### config.mk
export PLATFORM = sky130hd
export DESIGN_NAME = bis_blend
export DESIGN_NICKNAME = d
export VERILOG_FILES = /design/src/rtl/core/bis_pkg.sv /design/src/rtl/core/bis_blend.sv
export SDC_FILE = /design/constraint.sdc
export NUM_CORES = 1
export LEC_CHECK = 0
export BUFFER_PORTS_ARGS = -buffer_cell sky130_fd_sc_hd__buf_2
export CAP_MARGIN = 40
export CORE_AREA = 5 5 352 181
export DETAILED_ROUTE_END_ITERATION = 6
export DIE_AREA = 0 0 357 186
export SLEW_MARGIN = 20
export SYNTH_ARGS = -nofsm -noshare
export SYNTH_HDL_FRONTEND = slang
export SYNTH_SLANG_ARGS = --single-unit
### constraint.sdc
create_clock -name clk -period 6.5 [get_ports clk]
set_input_delay 0.65 -clock clk [delete_from_list [all_inputs] [get_ports clk]]
set_output_delay 0.65 -clock clk [all_outputs]
set_load 0.005 [all_outputs]
### src/rtl/core/bis_pkg.sv
// Shared types, constants and state encodings of the bilinear image scaler core.
// Used by every module under rtl/core except bis_ram; depends on nothing else.
`timescale 1ns / 1ps

package bis_pkg;

  localparam int MAX_SRC_WIDTH  = 64;
  localparam int MAX_SRC_HEIGHT = 64;
  localparam int FRAC_BITS      = 16;

  localparam int POS_W      = 8;
  localparam int CH_W       = 8;
  localparam int PIX_W      = 3 * CH_W;
  localparam int SRC_SIZE_W = 7;
  localparam int DST_SIZE_W = 9;

  localparam int XW = $clog2(MAX_SRC_WIDTH);
  localparam int YW = $clog2(MAX_SRC_HEIGHT);
  localparam int IDX_W = (XW > YW) ? XW : YW;
  localparam int STORE_DEPTH = MAX_SRC_WIDTH * MAX_SRC_HEIGHT;
  localparam int STORE_AW    = $clog2(STORE_DEPTH);

  localparam int QUO_W  = SRC_SIZE_W + FRAC_BITS;
  localparam int CNT_W  = $clog2(QUO_W);
  localparam int PROD_W = POS_W + QUO_W;
  localparam int LIM_W  = IDX_W + FRAC_BITS;
  localparam int FR_W   = 8;
  localparam int WT_W   = 2 * (FR_W + 1) - 1;
  localparam int ACC_W  = CH_W + WT_W;

  localparam int CFG_IDX_W  = 3;
  localparam int CFG_DATA_W = 9;
  localparam logic [CFG_IDX_W-1:0] CFG_SRC_WIDTH  = 3'd0;
  localparam logic [CFG_IDX_W-1:0] CFG_SRC_HEIGHT = 3'd1;
  localparam logic [CFG_IDX_W-1:0] CFG_DST_WIDTH  = 3'd2;
  localparam logic [CFG_IDX_W-1:0] CFG_DST_HEIGHT = 3'd3;

  localparam logic OP_WRITE   = 1'b0;
  localparam logic OP_REQUEST = 1'b1;

  typedef struct packed {
    logic            opcode;
    logic [POS_W-1:0] pos_x;
    logic [POS_W-1:0] pos_y;
    logic [CH_W-1:0]  in_red;
    logic [CH_W-1:0]  in_green;
    logic [CH_W-1:0]  in_blue;
  } in_item_t;

  typedef struct packed {
    logic [CH_W-1:0] out_red;
    logic [CH_W-1:0] out_green;
    logic [CH_W-1:0] out_blue;
    logic            in_range;
  } out_item_t;

  typedef struct packed {
    logic [IDX_W-1:0] i0;
    logic [IDX_W-1:0] i1;
    logic [FR_W-1:0]  frac;
  } map_res_t;

  typedef struct packed {
    logic clear;
    logic acc_en;
  } blend_ctl_t;

  typedef enum logic [1:0] {
    MP_IDLE,
    MP_DIV,
    MP_MUL,
    MP_CLAMP
  } map_phase_t;

  typedef enum logic [2:0] {
    ST_IDLE,
    ST_MAP,
    ST_RD0,
    ST_RD1,
    ST_RD2,
    ST_RD3,
    ST_ACC,
    ST_FIN
  } top_state_t;

endpackage

### src/rtl/core/bis_blend.sv
// Weighted accumulation of the four neighbour pixels, one pixel per cycle.
// Uses bis_pkg for widths and the control struct.
`timescale 1ns / 1ps

module bis_blend (
  input  logic                          clk,
  input  bis_pkg::blend_ctl_t           ctl,
  input  logic [bis_pkg::PIX_W-1:0]     pix,
  input  logic [bis_pkg::WT_W-1:0]      weight,
  output logic [bis_pkg::PIX_W-1:0]     rgb
);

  logic [bis_pkg::ACC_W-1:0] acc_r [3];

  // The clear value carries the half-LSB for rounding half up.
  always_ff @(posedge clk) begin
    for (int ch = 0; ch < 3; ch++) begin
      if (ctl.clear) begin
        acc_r[ch] <= bis_pkg::ACC_W'(1) << (bis_pkg::WT_W - 2);
      end else if (ctl.acc_en) begin
        acc_r[ch] <= acc_r[ch] +
                     bis_pkg::ACC_W'(pix[(2 - ch) * bis_pkg::CH_W +: bis_pkg::CH_W]) *
                     bis_pkg::ACC_W'(weight);
      end
    end
  end

  // The weights sum to one in 16 fraction bits, so the channel sits above them.
  always_comb begin
    for (int ch = 0; ch < 3; ch++) begin
      rgb[(2 - ch) * bis_pkg::CH_W +: bis_pkg::CH_W] =
        acc_r[ch][bis_pkg::ACC_W-1] ? {bis_pkg::CH_W{1'b1}}
                                    : acc_r[ch][bis_pkg::WT_W-1 +: bis_pkg::CH_W];
    end
  end

endmodule

# Yosys cells after proc, flatten, opt, wreduce, memory -nomap -nowiden
# Memory sizes are Yosys's and may differ from the RTL's.
# Index checks and enable logic that the tools add are counted.
# Widths: inputs -> output; s select.
# totals
memories	1
ramBits	75
input_bits	44
ff_bits	0
elab_cells	21
# memory_table
name	words	width	rd	rd_ports_with_merged_regs	write_ports	line_no	text
acc_r	3	25	3	0	3	bis_blend.sv:13	logic [bis_pkg::ACC_W-1:0] acc_r [3];
# op_classes
n_addsub	3
mux	11
n_bitwise	3
mul	3
# op_table
cell	count
$add 25x25->25	3
$mul 8x17->25	3
$mux 25	3
$mux 8	3
$mux 1	5
$or 1x1->1	3

# Longest topological paths before layout
# Gate-level depths: netlist of the first run.
# logic_depth
depth_word	4
ltp_mapped	20
ltp_nobuf	18

# Worst setup path after synthesis of the first run
# OpenSTA, ideal clock, no wires.
# synth_timing
kind	input port to flip-flop
from	input pix[16] (netlist bit)
to	memory acc_r[0][22] (netlist bit), data pin
setup_ps	265
arrival_ps	4987
setup_slack_ps	1248
path_stages	18
path_buffers	2
path_cell_list	clkbuf_1 > clkbuf_1 > nand2_1 > fa_1 > inv_1 > fa_1 > fa_1 > inv_1 > fa_1 > inv_1 > ha_1 > a21o_1 > a31o_2 > a41oi_1 > o21ai_1 > a31oi_4 > nor4_1 > or3_1
# synth_rtl
element	line_no	text
start, declared	bis_blend.sv:8	input logic [bis_pkg::PIX_W-1:0] pix,
end, declared	bis_blend.sv:13	

==> results of run 1 <==
logic make-up after synthesis:
logic type	synth area share, %
flops	12.6
xor+xnor	2.15
mux	0.287
simple gates	18.1
compound gates	6.82
fa+ha+maj	47.2
buf+inv	12.9
routing by layer:
layer	vias to the layer above	routed length [um]	track usage, %
li1	5946	-	-
met1	6585	25600	24.9
met2	468	17100	19.1
met3	35	4260	4.12
met4	0	417	1.96
met5	-	0	0
final cells by class:
| cell class | instances | area (um2) | share of cell area, % |
|---|---|---|---|
| Multi-Input combinational cell | 1311 | 13300 | 68.9 |
| Sequential cell | 75 | 2250 | 11.6 |
| Inverter | 525 | 1970 | 10.2 |
| Tap cell | 825 | 1030 | 5.33 |
| Timing Repair Buffer | 79 | 438 | 2.26 |
| Clock buffer | 9 | 225 | 1.16 |
| Clock inverter | 7 | 92.6 | 0.478 |
| Antenna cell | 1 | 2.50 | 0.0129 |
per-stage QoR:
step,hold slack (ns),cells
2_1_floorplan,0.622,1992
3_3_place_gp,0.637,2814
3_5_place_dp,0.643,2814
4_1_cts,0.660,2830
5_1_grt,0.693,2832
6_report,0.660,2832
final timing paths:
check / start / endpoint / slack, ns
setup / recovery: weight[6] / acc_r[1][23] / 1.03
hold / removal: acc_r[1][0] / acc_r[1][0] / 0.66
setup reg to reg: acc_r[1][6] / acc_r[1][23] / 1.55
hold reg to reg: acc_r[1][0] / acc_r[1][0] / 0.66
cell usage in the layout, fill, tap and decap left out, types with 6 or more instances in the layout:
cell | netlist | final
edfxtp_1 | 75 | 75
o21ai_1 | 16 | 16
nor3_1 | 14 | 14
nand2_1 | 182 | 182
xor2_1 | 20 | 20
o21ai_0 | 15 | 15
and2_1 | 283 | 283
or2_2 | 26 | 25
a21o_1 | 21 | 21
nand2b_1 | 10 | 9
nor2b_1 | 7 | 6
inv_1 | 525 | 525
ha_1 | 132 | 132
buf_2 | 1 | 67
a31oi_1 | 13 | 13
xnor2_1 | 24 | 24
nor2_1 | 53 | 53
a21oi_1 | 45 | 45
and3_1 | 6 | 6
a211oi_1 | 12 | 12
fa_1 | 339 | 339
clkbuf_16 | 0 | 9
o21a_1 | 10 | 10
buf_4 | 2 | 11
nand4_1 | 10 | 10
nand3_1 | 8 | 8
worst max-delay path: stages:
cell	delay, ns
buf_2	0.45
nand2_1	0.18
fa_1	0.55
inv_1	0.06
fa_1	0.50
inv_1	0.06
fa_1	0.48
fa_1	0.49
inv_1	0.04
ha_1	0.32
o211a_1	0.25
o31ai_2	0.09
a21oi_1	0.24
o2111ai_1	0.54
o21ai_1	0.11
o31ai_1	0.24
mux2_1	0.35
==> metrics.csv, run 1 <==
stage,metric,value,unit
worst_setup_path,critPathKind,input port to flop,
global_routing,grt_pass1_wl,77000,um
final_layout,largest_reg_flops,75,
routing,drt_iter0_markers,1001,
worst_hold_path,min_path_cells,2,
sta,fin_crit,5.47,ns
synthesis,yosysMostFrequentCell,inv_1,
final_layout,post-route-util,32.1,%
clock_tree,cts_buffers,9,
synthesis,syn_avg_cell_area,8.98,um2
place,hpwlAfterDp,37100,um
synthesis,yosys-top-cells-area,"fa_1 (38%), edfxtp_1 (13%), inv_1 (11%)",
synthesis,synth_area,0.0179,mm2
final_layout,top_regs,acc_r: 75 flops,
routing,ant_nets,0,
final_layout,post_route_cells_drive_above_1_share,6.93,%
sta,finalMaxSlewViolations,0,
sta,rsz0062_at_grt,false,
final_layout,syn_to_final_growth,8.15,%
routing,drtPass1Iterations,5,
clock_tree,post_cts_resize_count,0,
synthesis,yosysSeqAreaShare,12.6,%
synthesis,synth_top_area_cell,fa_1,
sta,slew_headroom,53.3,%
place,portBuffers,67,
sta,skew,0.0104,ns
final_layout,design_area,0.0194,mm2
worst_hold_path,hp-class,flop to flop,
place,gp_congestion,0.846,
synthesis,syn-num-nets,2507,
routing,wl_per_cell,16.7,um
place,post-place-ws,0.753,ns
clock_tree,clock-root-buffer,clkbuf_16,
synthesis,ys_ff_latch,75,
die,die_w,357,um
worst_setup_path,worst-path-max-fanout,24,
final_layout,nFillCells,6345,
synthesis,synth_cells,1992,
final_layout,nNetsFinal,2516,
synthesis,yosysTopAreaCellShare,37.9,%
routing,vias,13000,
global_routing,grt-ovfl-total,0,
global_routing,grt_pass1_vias,13400,
final_layout,top_register,acc_r,
worst_setup_path,end_kind,flop,
synthesis,synth-main-ff-cell,edfxtp_1,
clock_tree,cts-htree-levels,3,
die,core,0.0604,mm2
clock_tree,clock-sinks,75,
sta,worst_slack,1.03,ns
routing,wl,47400,um
worst_setup_path,r2r_cells,16,
synthesis,synth_edf_count,75,
die,die_area,0.0664,mm2
global_routing,grt_max_degree,59,
sta,max_freq,183,MHz
die,initial_core_util,29.6,%
clock_tree,postCtsHoldBufs,0,
sta,worst_pin_slew,0.700,ns
sta,setup_tns,0,ns
die,num_rows,64,
global_routing,grt_usage,15.0,%
die,die_y,186,um
sta,setup_violations,0,
synthesis,ys_warn_count,0,
sta,period_share,84.2,%
run,cap_violations,0,
status,status,finished clean,
clock_tree,cts_max_path_buffers,2,
worst_setup_path,required,6.64,ns
worst_setup_path,crit_arrival,5.62,ns
global_routing,grt_antenna_before_repair,1,
clock_tree,clk_latency,0.40,ns
clock_tree,cts_tree,done,
synthesis,ys_types,63,
routing,route.detailed.drc,0,
routing,vias_per_cell,4.60,
clock_tree,post_cts_buffers,0,
die,io-pin-count,68,
sta,hold_violations,0,
synthesis,netlist_top_cells_count,"inv_1 (525), fa_1 (339), and2_1 (283), nand2_1 (182), ha_1 (132)",
place,placed_cell_area,0.0190,mm2
synthesis,synth-async-reset-ratio,0,%
worst_setup_path,cp-start-kind,input port,
clock_tree,clkTransAtPathRegs,0.07,ns
Power of run 1 is left out: the tool's default activity adds up to more than one toggle a clock period on the data nets, which glitch-free logic cannot reach.
==> run 2, diff against run 1 <==
ABC_AREA = 1   (was default)
CORE_AREA = 5 5 366 188   (was 5 5 352 181)
DIE_AREA = 0 0 371 193   (was 0 0 357 186)
clock period = 5.35 ns   (was 6.5 ns; I/O delays follow)
==> run 2 against run 1 <==
- die area grew 7.8%
- utilization down 0.13 points
- largest cell class unchanged
- global-route usage up 0.17 points
- flip-flop and latch count did not move
- routed wire length is 8.8% higher
- clock-buffer cell count is 1 higher
==> metrics.csv, run 2 <==
stage,metric,value,unit,change
sta,slew_headroom,51.1,%,-2.3 points
worst_setup_path,r2r-start,acc_r[0][7],,
sta,skew,0.00936,ns,-0.00109 ns
clock_tree,clk_latency,0.39,ns,about the same
worst_setup_path,crit_start,weight[10],,
final_layout,top_register,acc_r,,
final_layout,syn_to_final_growth,7.98,%,
worst_setup_path,cpMaxStageDelayCell,fa_1,,
synthesis,synth-async-reset-ratio,0,%,unchanged
place,portBuffers,67,,unchanged
synthesis,yosysSeqAreaShare,11.6,%,-1.0 points
worst_setup_path,r2r_cells,16,,unchanged
worst_setup_path,path_delay_family,adder cells,,
sta,finalMaxSlewViolations,0,,unchanged
synthesis,ys_types,34,,-46%
clock_tree,postCtsHoldBufs,0,,unchanged
worst_setup_path,critical_path.most_common_cell,nand2_1,,
worst_hold_path,min-delay-start,acc_r[2][0],,
clock_tree,post_cts_buffers,0,,unchanged
worst_setup_path,end_kind,flop,,
final_layout,mostFrequentLayoutCell,inv_1,,
status,status,finished clean,,
sta,worst_slack,0.728,ns,-0.297 ns
die,initial_core_util,29.6,%,-0.069 points
global_routing,grt_pass1_vias,15200,,+14%
die,core,0.0657,mm2,+8.9%
final_layout,post_route_cells_drive_above_1_share,5.40,%,-1.5 points
final_layout,post-route-util,31.9,%,-0.13 points
synthesis,syn-num-nets,3245,,+29%
global_routing,grt_max_degree,55,,-6.8%
die,io-pin-count,68,,unchanged
die,die_area,0.0716,mm2,+7.8%
final_layout,n_antenna_cell,0,,-1
worst_setup_path,critPathKind,input port to flop,,
synthesis,netlist_top_cells_count,"inv_1 (966), nand2_1 (741), fa_1 (339), ha_1 (132), nor2_1 (126)",,
synthesis,ys_ff_latch,75,,unchanged
clock_tree,cts-htree-levels,3,,unchanged
clock_tree,cts_tree,done,,
routing,wl,51600,um,+8.8%
sta,worst_pin_slew,0.734,ns,+0.0340 ns
worst_hold_path,min_path_cells,3,,+1
worst_setup_path,slowest_delay,0.56,ns,about the same
sta,period_share,86.4,%,
synthesis,synth_edf_count,75,,unchanged
sta,setup_tns,0,ns,unchanged
routing,vias,15300,,+17%
final_layout,top_regs,acc_r: 75 flops,,
clock_tree,clkTransAtPathRegs,0.07,ns,about the same
worst_setup_path,worst-path-max-fanout,20,,-17%
die,die_w,371,um,+3.9%
place,post-place-ws,0.397,ns,-0.355 ns
global_routing,grt_antenna_before_repair,0,,-1
routing,ant_nets,0,,unchanged
sta,max_freq,216,MHz,
synthesis,synth-main-ff-cell,edfxtp_1,,
clock_tree,clock-sinks,75,,unchanged
place,gp_congestion,0.847,,about the same
synthesis,synth_area,0.0194,mm2,+8.6%
worst_hold_path,hp-class,flop to flop,,
final_layout,final_cell_mix,"inv_1 (966), nand2_1 (741), fa_1 (339), ha_1 (132), nor2_1 (126)",,
die,die_y,193,um,+3.8%
worst_setup_path,cp-start-kind,input port,,
routing,drtPass1Iterations,5,,unchanged
synthesis,yosysTopAreaCellShare,34.9,%,-3.0 points
run,cap_violations,0,,unchanged
synthesis,synth_top_area_cell,fa_1,,
sta,fin_crit,4.62,ns,
sta,hold_violations,0,,unchanged
final_layout,largest_reg_flops,75,,unchanged
routing,vias_per_cell,4.21,,-8.6%
worst_setup_path,path_buf_inv,5,,+1
final_layout,nNetsFinal,3252,,+29%
clock_tree,clock-root-buffer,clkbuf_16,,
synthesis,syn_avg_cell_area,7.12,um2,-21%
worst_setup_path,cp.depth,19,,+2
worst_setup_path,crit_arrival,4.77,ns,-0.85 ns
clock_tree,cts_max_path_buffers,2,,unchanged
synthesis,synth_cells,2730,,+37%
synthesis,yosysMostFrequentCell,inv_1,,
worst_setup_path,ff2ff_setup_slack,1.09,ns,-0.46 ns
place,hpwlAfterDp,42300,um,+14%
die,num_rows,67,,+4.7%
sta,rsz0062_at_grt,false,,
synthesis,yosys-top-cells-area,"fa_1 (35%), inv_1 (19%), nand2_1 (14%)",,
routing,drt_iter0_markers,1238,,+24%
clock_tree,cts_buffers,9,,unchanged
worst_setup_path,path_cells,buf_2 -> nand2_1 -> fa_1 -> inv_1 -> fa_1 -> fa_1 -> inv_1 -> fa_1 -> inv_1 -> ha_1 -> nand2_2 -> inv_1 -> nand2_1 -> nand2_1 -> nand3b_1 -> nand2_1 -> nand3_1 -> nand2_1 -> nor2_1,,
routing,wl_per_cell,14.2,um,-15%
clock_tree,post_cts_resize_count,0,,unchanged
sta,setup_violations,0,,unchanged
global_routing,grt-ovfl-total,0,,unchanged
routing,route.detailed.drc,0,,unchanged
global_routing,grt_usage,15.2,%,+0.17 points
synthesis,ys_warn_count,0,,unchanged
worst_setup_path,required,5.50,ns,-1.14 ns
global_routing,grt_pass1_wl,85400,um,+11%
==> run 2: layout make-up <==
class | instances | area, um2
fillers | 7152 | 44700
multi-input cells | 1599 | 13200
inverters | 967 | 3630
flip-flops and latches | 75 | 2250
well taps | 897 | 1120
repair buffers | 85 | 470
clock buffers | 10 | 229
clock inverters | 6 | 65.1
==> run 2: path summary, 6_finish.rpt <==
kind,endpoint
worst min register to register,acc_r[2][0]
worst max register to register,acc_r[0][19]
worst min-delay path,acc_r[2][0]
worst max-delay path,acc_r[2][20]
==> run 2: tightest hold or removal path, cell delays in order (launching register included) <==
cell,delay [ns]
edfxtp_1,0.33
ha_1,0.12
inv_1,0.03
nor2_1,0.08
==> run 2: cell families (layout without fill, tap and decap cells) <==
logic type      count (synthesis)  in the layout  synth area share, %
xor+xnor                       10             10                0.451
fa+ha+maj                     471            471                 43.4
buf+inv                      1056           1068                 20.4
simple gates                  993            993                 20.7
compound gates                125            125                 3.41
flops                          75             75                 11.6
==> run 2: layer usage <==
| layer | vias up | global-route usage (%) | wire [um] |
|---|---|---|---|
| met5 | - | 0 | 0 |
| met4 | 0 | 1.69 | 256 |
| met3 | 17 | 4.59 | 5320 |
| met2 | 548 | 19.0 | 17600 |
| met1 | 7134 | 25.3 | 28400 |
| li1 | 7606 | - | - |
==> run 2: metrics by stage <==
| step | cells | hold WS [ns] | instance area, um2 |
|---|---|---|---|
| floorplan | 2730 | 0.643 | 19400 |
| global placement | 3623 | 0.658 | 20700 |
| detailed placement | 3623 | 0.667 | 20700 |
| CTS | 3639 | 0.685 | 21000 |
| global route | 3639 | 0.713 | 21000 |
| finish | 3639 | 0.677 | 21000 |
Power of run 2 is left out for the same reason.
==> run 3, diff against run 2 <==
CAP_MARGIN = default   (was 40)
GPL_TIMING_DRIVEN = 0   (was default)
==> run 3 against run 2 <==
- register-to-register slack got worse by 0.05 ns
- critical path type unchanged
- sequential share of layout area down 0.060 points
- final cell count grew 1.4%
- first-iteration DRC count rose by 37%
==> metrics.csv, run 3 (synthesized netlist as in run 2, its figures left out) <==
stage,metric,value,unit,change
final_layout,final_cell_mix,"inv_1 (966), nand2_1 (741), fa_1 (339), ha_1 (132), nor2_1 (126)",,
worst_setup_path,required,5.53,ns,+0.03 ns
worst_setup_path,slowest_delay,0.67,ns,+0.11 ns
clock_tree,post_cts_buffers,0,,unchanged
worst_setup_path,critPathKind,input port to flop,,
worst_setup_path,crit_path_end,acc_r[0][24],,
sta,worst_pin_slew,1.04,ns,+0.310 ns
routing,route.detailed.drc,0,,unchanged
worst_setup_path,crit_arrival,5.38,ns,+0.61 ns
place,hpwlAfterDp,50800,um,+20%
place,placed_cell_area,0.0208,mm2,+0.54%
worst_setup_path,path_delay_family,adder cells,,
final_layout,top_regs,acc_r: 75 flops,,
worst_setup_path,critical_path.most_common_cell,nand2_1,,
worst_setup_path,r2r_end,acc_r[2][20],,
worst_setup_path,r2r-start,acc_r[2][8],,
global_routing,grt_pass1_wl,93700,um,+9.7%
routing,wl,60100,um,+17%
die,core,0.0657,mm2,unchanged
final_layout,top_register,acc_r,,
die,num_rows,67,,unchanged
worst_hold_path,min-delay-start,ctl[1],,
die,initial_core_util,29.6,%,unchanged
routing,drtPass1Iterations,6,,+1
sta,worst_slack,0.149,ns,-0.579 ns
clock_tree,cts_max_path_buffers,2,,unchanged
clock_tree,clk_latency,0.41,ns,+0.02 ns
worst_setup_path,cp-start-kind,input port,,
worst_setup_path,cpMaxStageDelayCell,clkbuf_1,,
routing,drt_iter0_markers,1692,,+37%
global_routing,grt_pass1_vias,15600,,+2.1%
sta,hold_violations,0,,unchanged
global_routing,grt_max_degree,42,,-24%
status,status,finished clean,,
clock_tree,cts_buffers,9,,unchanged
place,gp_congestion,0.920,,+8.6%
sta,skew,0.00865,ns,-0.000706 ns
sta,max_freq,192,MHz,-11%
routing,vias_per_cell,4.37,,+4.0%
worst_setup_path,ff2ff_setup_slack,1.04,ns,-0.05 ns
final_layout,syn_to_final_growth,8.59,%,
die,io-pin-count,68,,unchanged
place,portBuffers,43,,-36%
sta,fin_crit,5.20,ns,+0.579 ns
worst_hold_path,hp-class,input port to flop,,
die,die_area,0.0716,mm2,unchanged
clock_tree,clock-root-buffer,clkbuf_16,,
sta,setup_violations,0,,unchanged
final_layout,post_route_cells_drive_above_1_share,4.48,%,-0.92 points
global_routing,grt-ovfl-total,0,,unchanged
clock_tree,clkTransAtPathRegs,0.07,ns,about the same
run,cap_violations,0,,unchanged
clock_tree,cts-htree-levels,3,,unchanged
routing,vias,16100,,+5.4%
routing,wl_per_cell,16.3,um,+15%
worst_setup_path,path_buf_inv,6,,+1
clock_tree,postCtsHoldBufs,0,,unchanged
worst_setup_path,r2r_cells,16,,unchanged
clock_tree,clock-sinks,75,,unchanged
final_layout,post-route-util,32.1,%,+0.18 points
final_layout,nFillCells,7175,,+0.32%
sta,slew_headroom,30.4,%,-21 points
routing,ant_nets,0,,unchanged
final_layout,design_area,0.0211,mm2,+0.57%
sta,finalMaxSlewViolations,0,,unchanged
sta,rsz0062_at_grt,false,,
clock_tree,post_cts_resize_count,0,,unchanged
sta,period_share,97.2,%,+11 points
sta,hold_slack,0.684,ns,+0.00702 ns
worst_setup_path,worst-path-max-fanout,10,,-50%
final_layout,nNetsFinal,3300,,+1.5%
final_layout,mostFrequentLayoutCell,inv_1,,
worst_setup_path,end_kind,flop,,
worst_hold_path,min_path_cells,4,,+1
worst_setup_path,path_cells,clkbuf_1 -> clkbuf_1 -> nand2_1 -> fa_1 -> fa_1 -> inv_1 -> fa_1 -> inv_1 -> fa_1 -> inv_1 -> ha_1 -> nand2_1 -> nor2_1 -> nand2_1 -> nand3_1 -> nand2_1 -> nand3_1 -> nand2_1 -> inv_1 -> nor2_1,,
worst_setup_path,cp.depth,20,,+1
die,die_y,193,um,unchanged
die,die_w,371,um,unchanged
global_routing,grt_antenna_before_repair,1,,+1
clock_tree,cts_tree,done,,
final_layout,largest_reg_flops,75,,unchanged
global_routing,grt_usage,17.4,%,+2.2 points
worst_setup_path,crit_start,pix[22],,
place,post-place-ws,-0.324,ns,-0.721 ns
[run 3: worst min path at each step]
stage / endpoint / slack, ns
after detailed placement: acc_r[2][0] / 0.68
after CTS: acc_r[2][8] / 0.64
after global placement: acc_r[0][0] / 0.66
after floorplan: acc_r[0][0] / 0.64
final: acc_r[2][8] / 0.68
after global routing: acc_r[2][8] / 0.69
[run 3: worst register-to-register path: stages (launching register included)]
cell and delay, ns:
edfxtp_1 0.33, inv_1 0.06, fa_1 0.55, inv_1 0.06, fa_1 0.48, fa_1 0.56
inv_1 0.06, fa_1 0.48, inv_1 0.04, ha_1 0.35, nand2_1 0.15, nor2_4 0.20
nand3_1 0.14, nand3b_1 0.23, nand2_1 0.14, a21oi_1 0.16, nor2_1 0.08
[run 3: final cells by class]
| class | count | area (um2) | area share (%) |
|---|---|---|---|
| diodes | 2 | 5.00 | 0.0237 |
| plain buffers | 89 | 387 | 1.83 |
| clock buffers | 12 | 236 | 1.12 |
| clock inverters | 4 | 17.5 | 0.0830 |
| inverters | 967 | 3630 | 17.2 |
| multi-input cells | 1599 | 13200 | 62.6 |
| flip-flops and latches | 75 | 2250 | 10.7 |
| well taps | 897 | 1120 | 5.32 |
| repair buffers | 44 | 243 | 1.15 |
[run 3: metal layers]
metal	GRT usage (%)	vias up	wire length (um)
met3	7.55	26	8880
met5	0.995	-	100
met4	2.22	2	353
met1	28.5	7573	31500
met2	20.1	820	19300
li1	-	7713	-
[run 3: metrics by stage]
stage                     cells  TNS, ns
after detailed placement   3671    -5.03
after floorplan            2730        0
final                      3689        0
after CTS                  3687        0
after global routing       3688        0
after global placement     3670    -4.34
Power of run 3 is left out for the same reason.
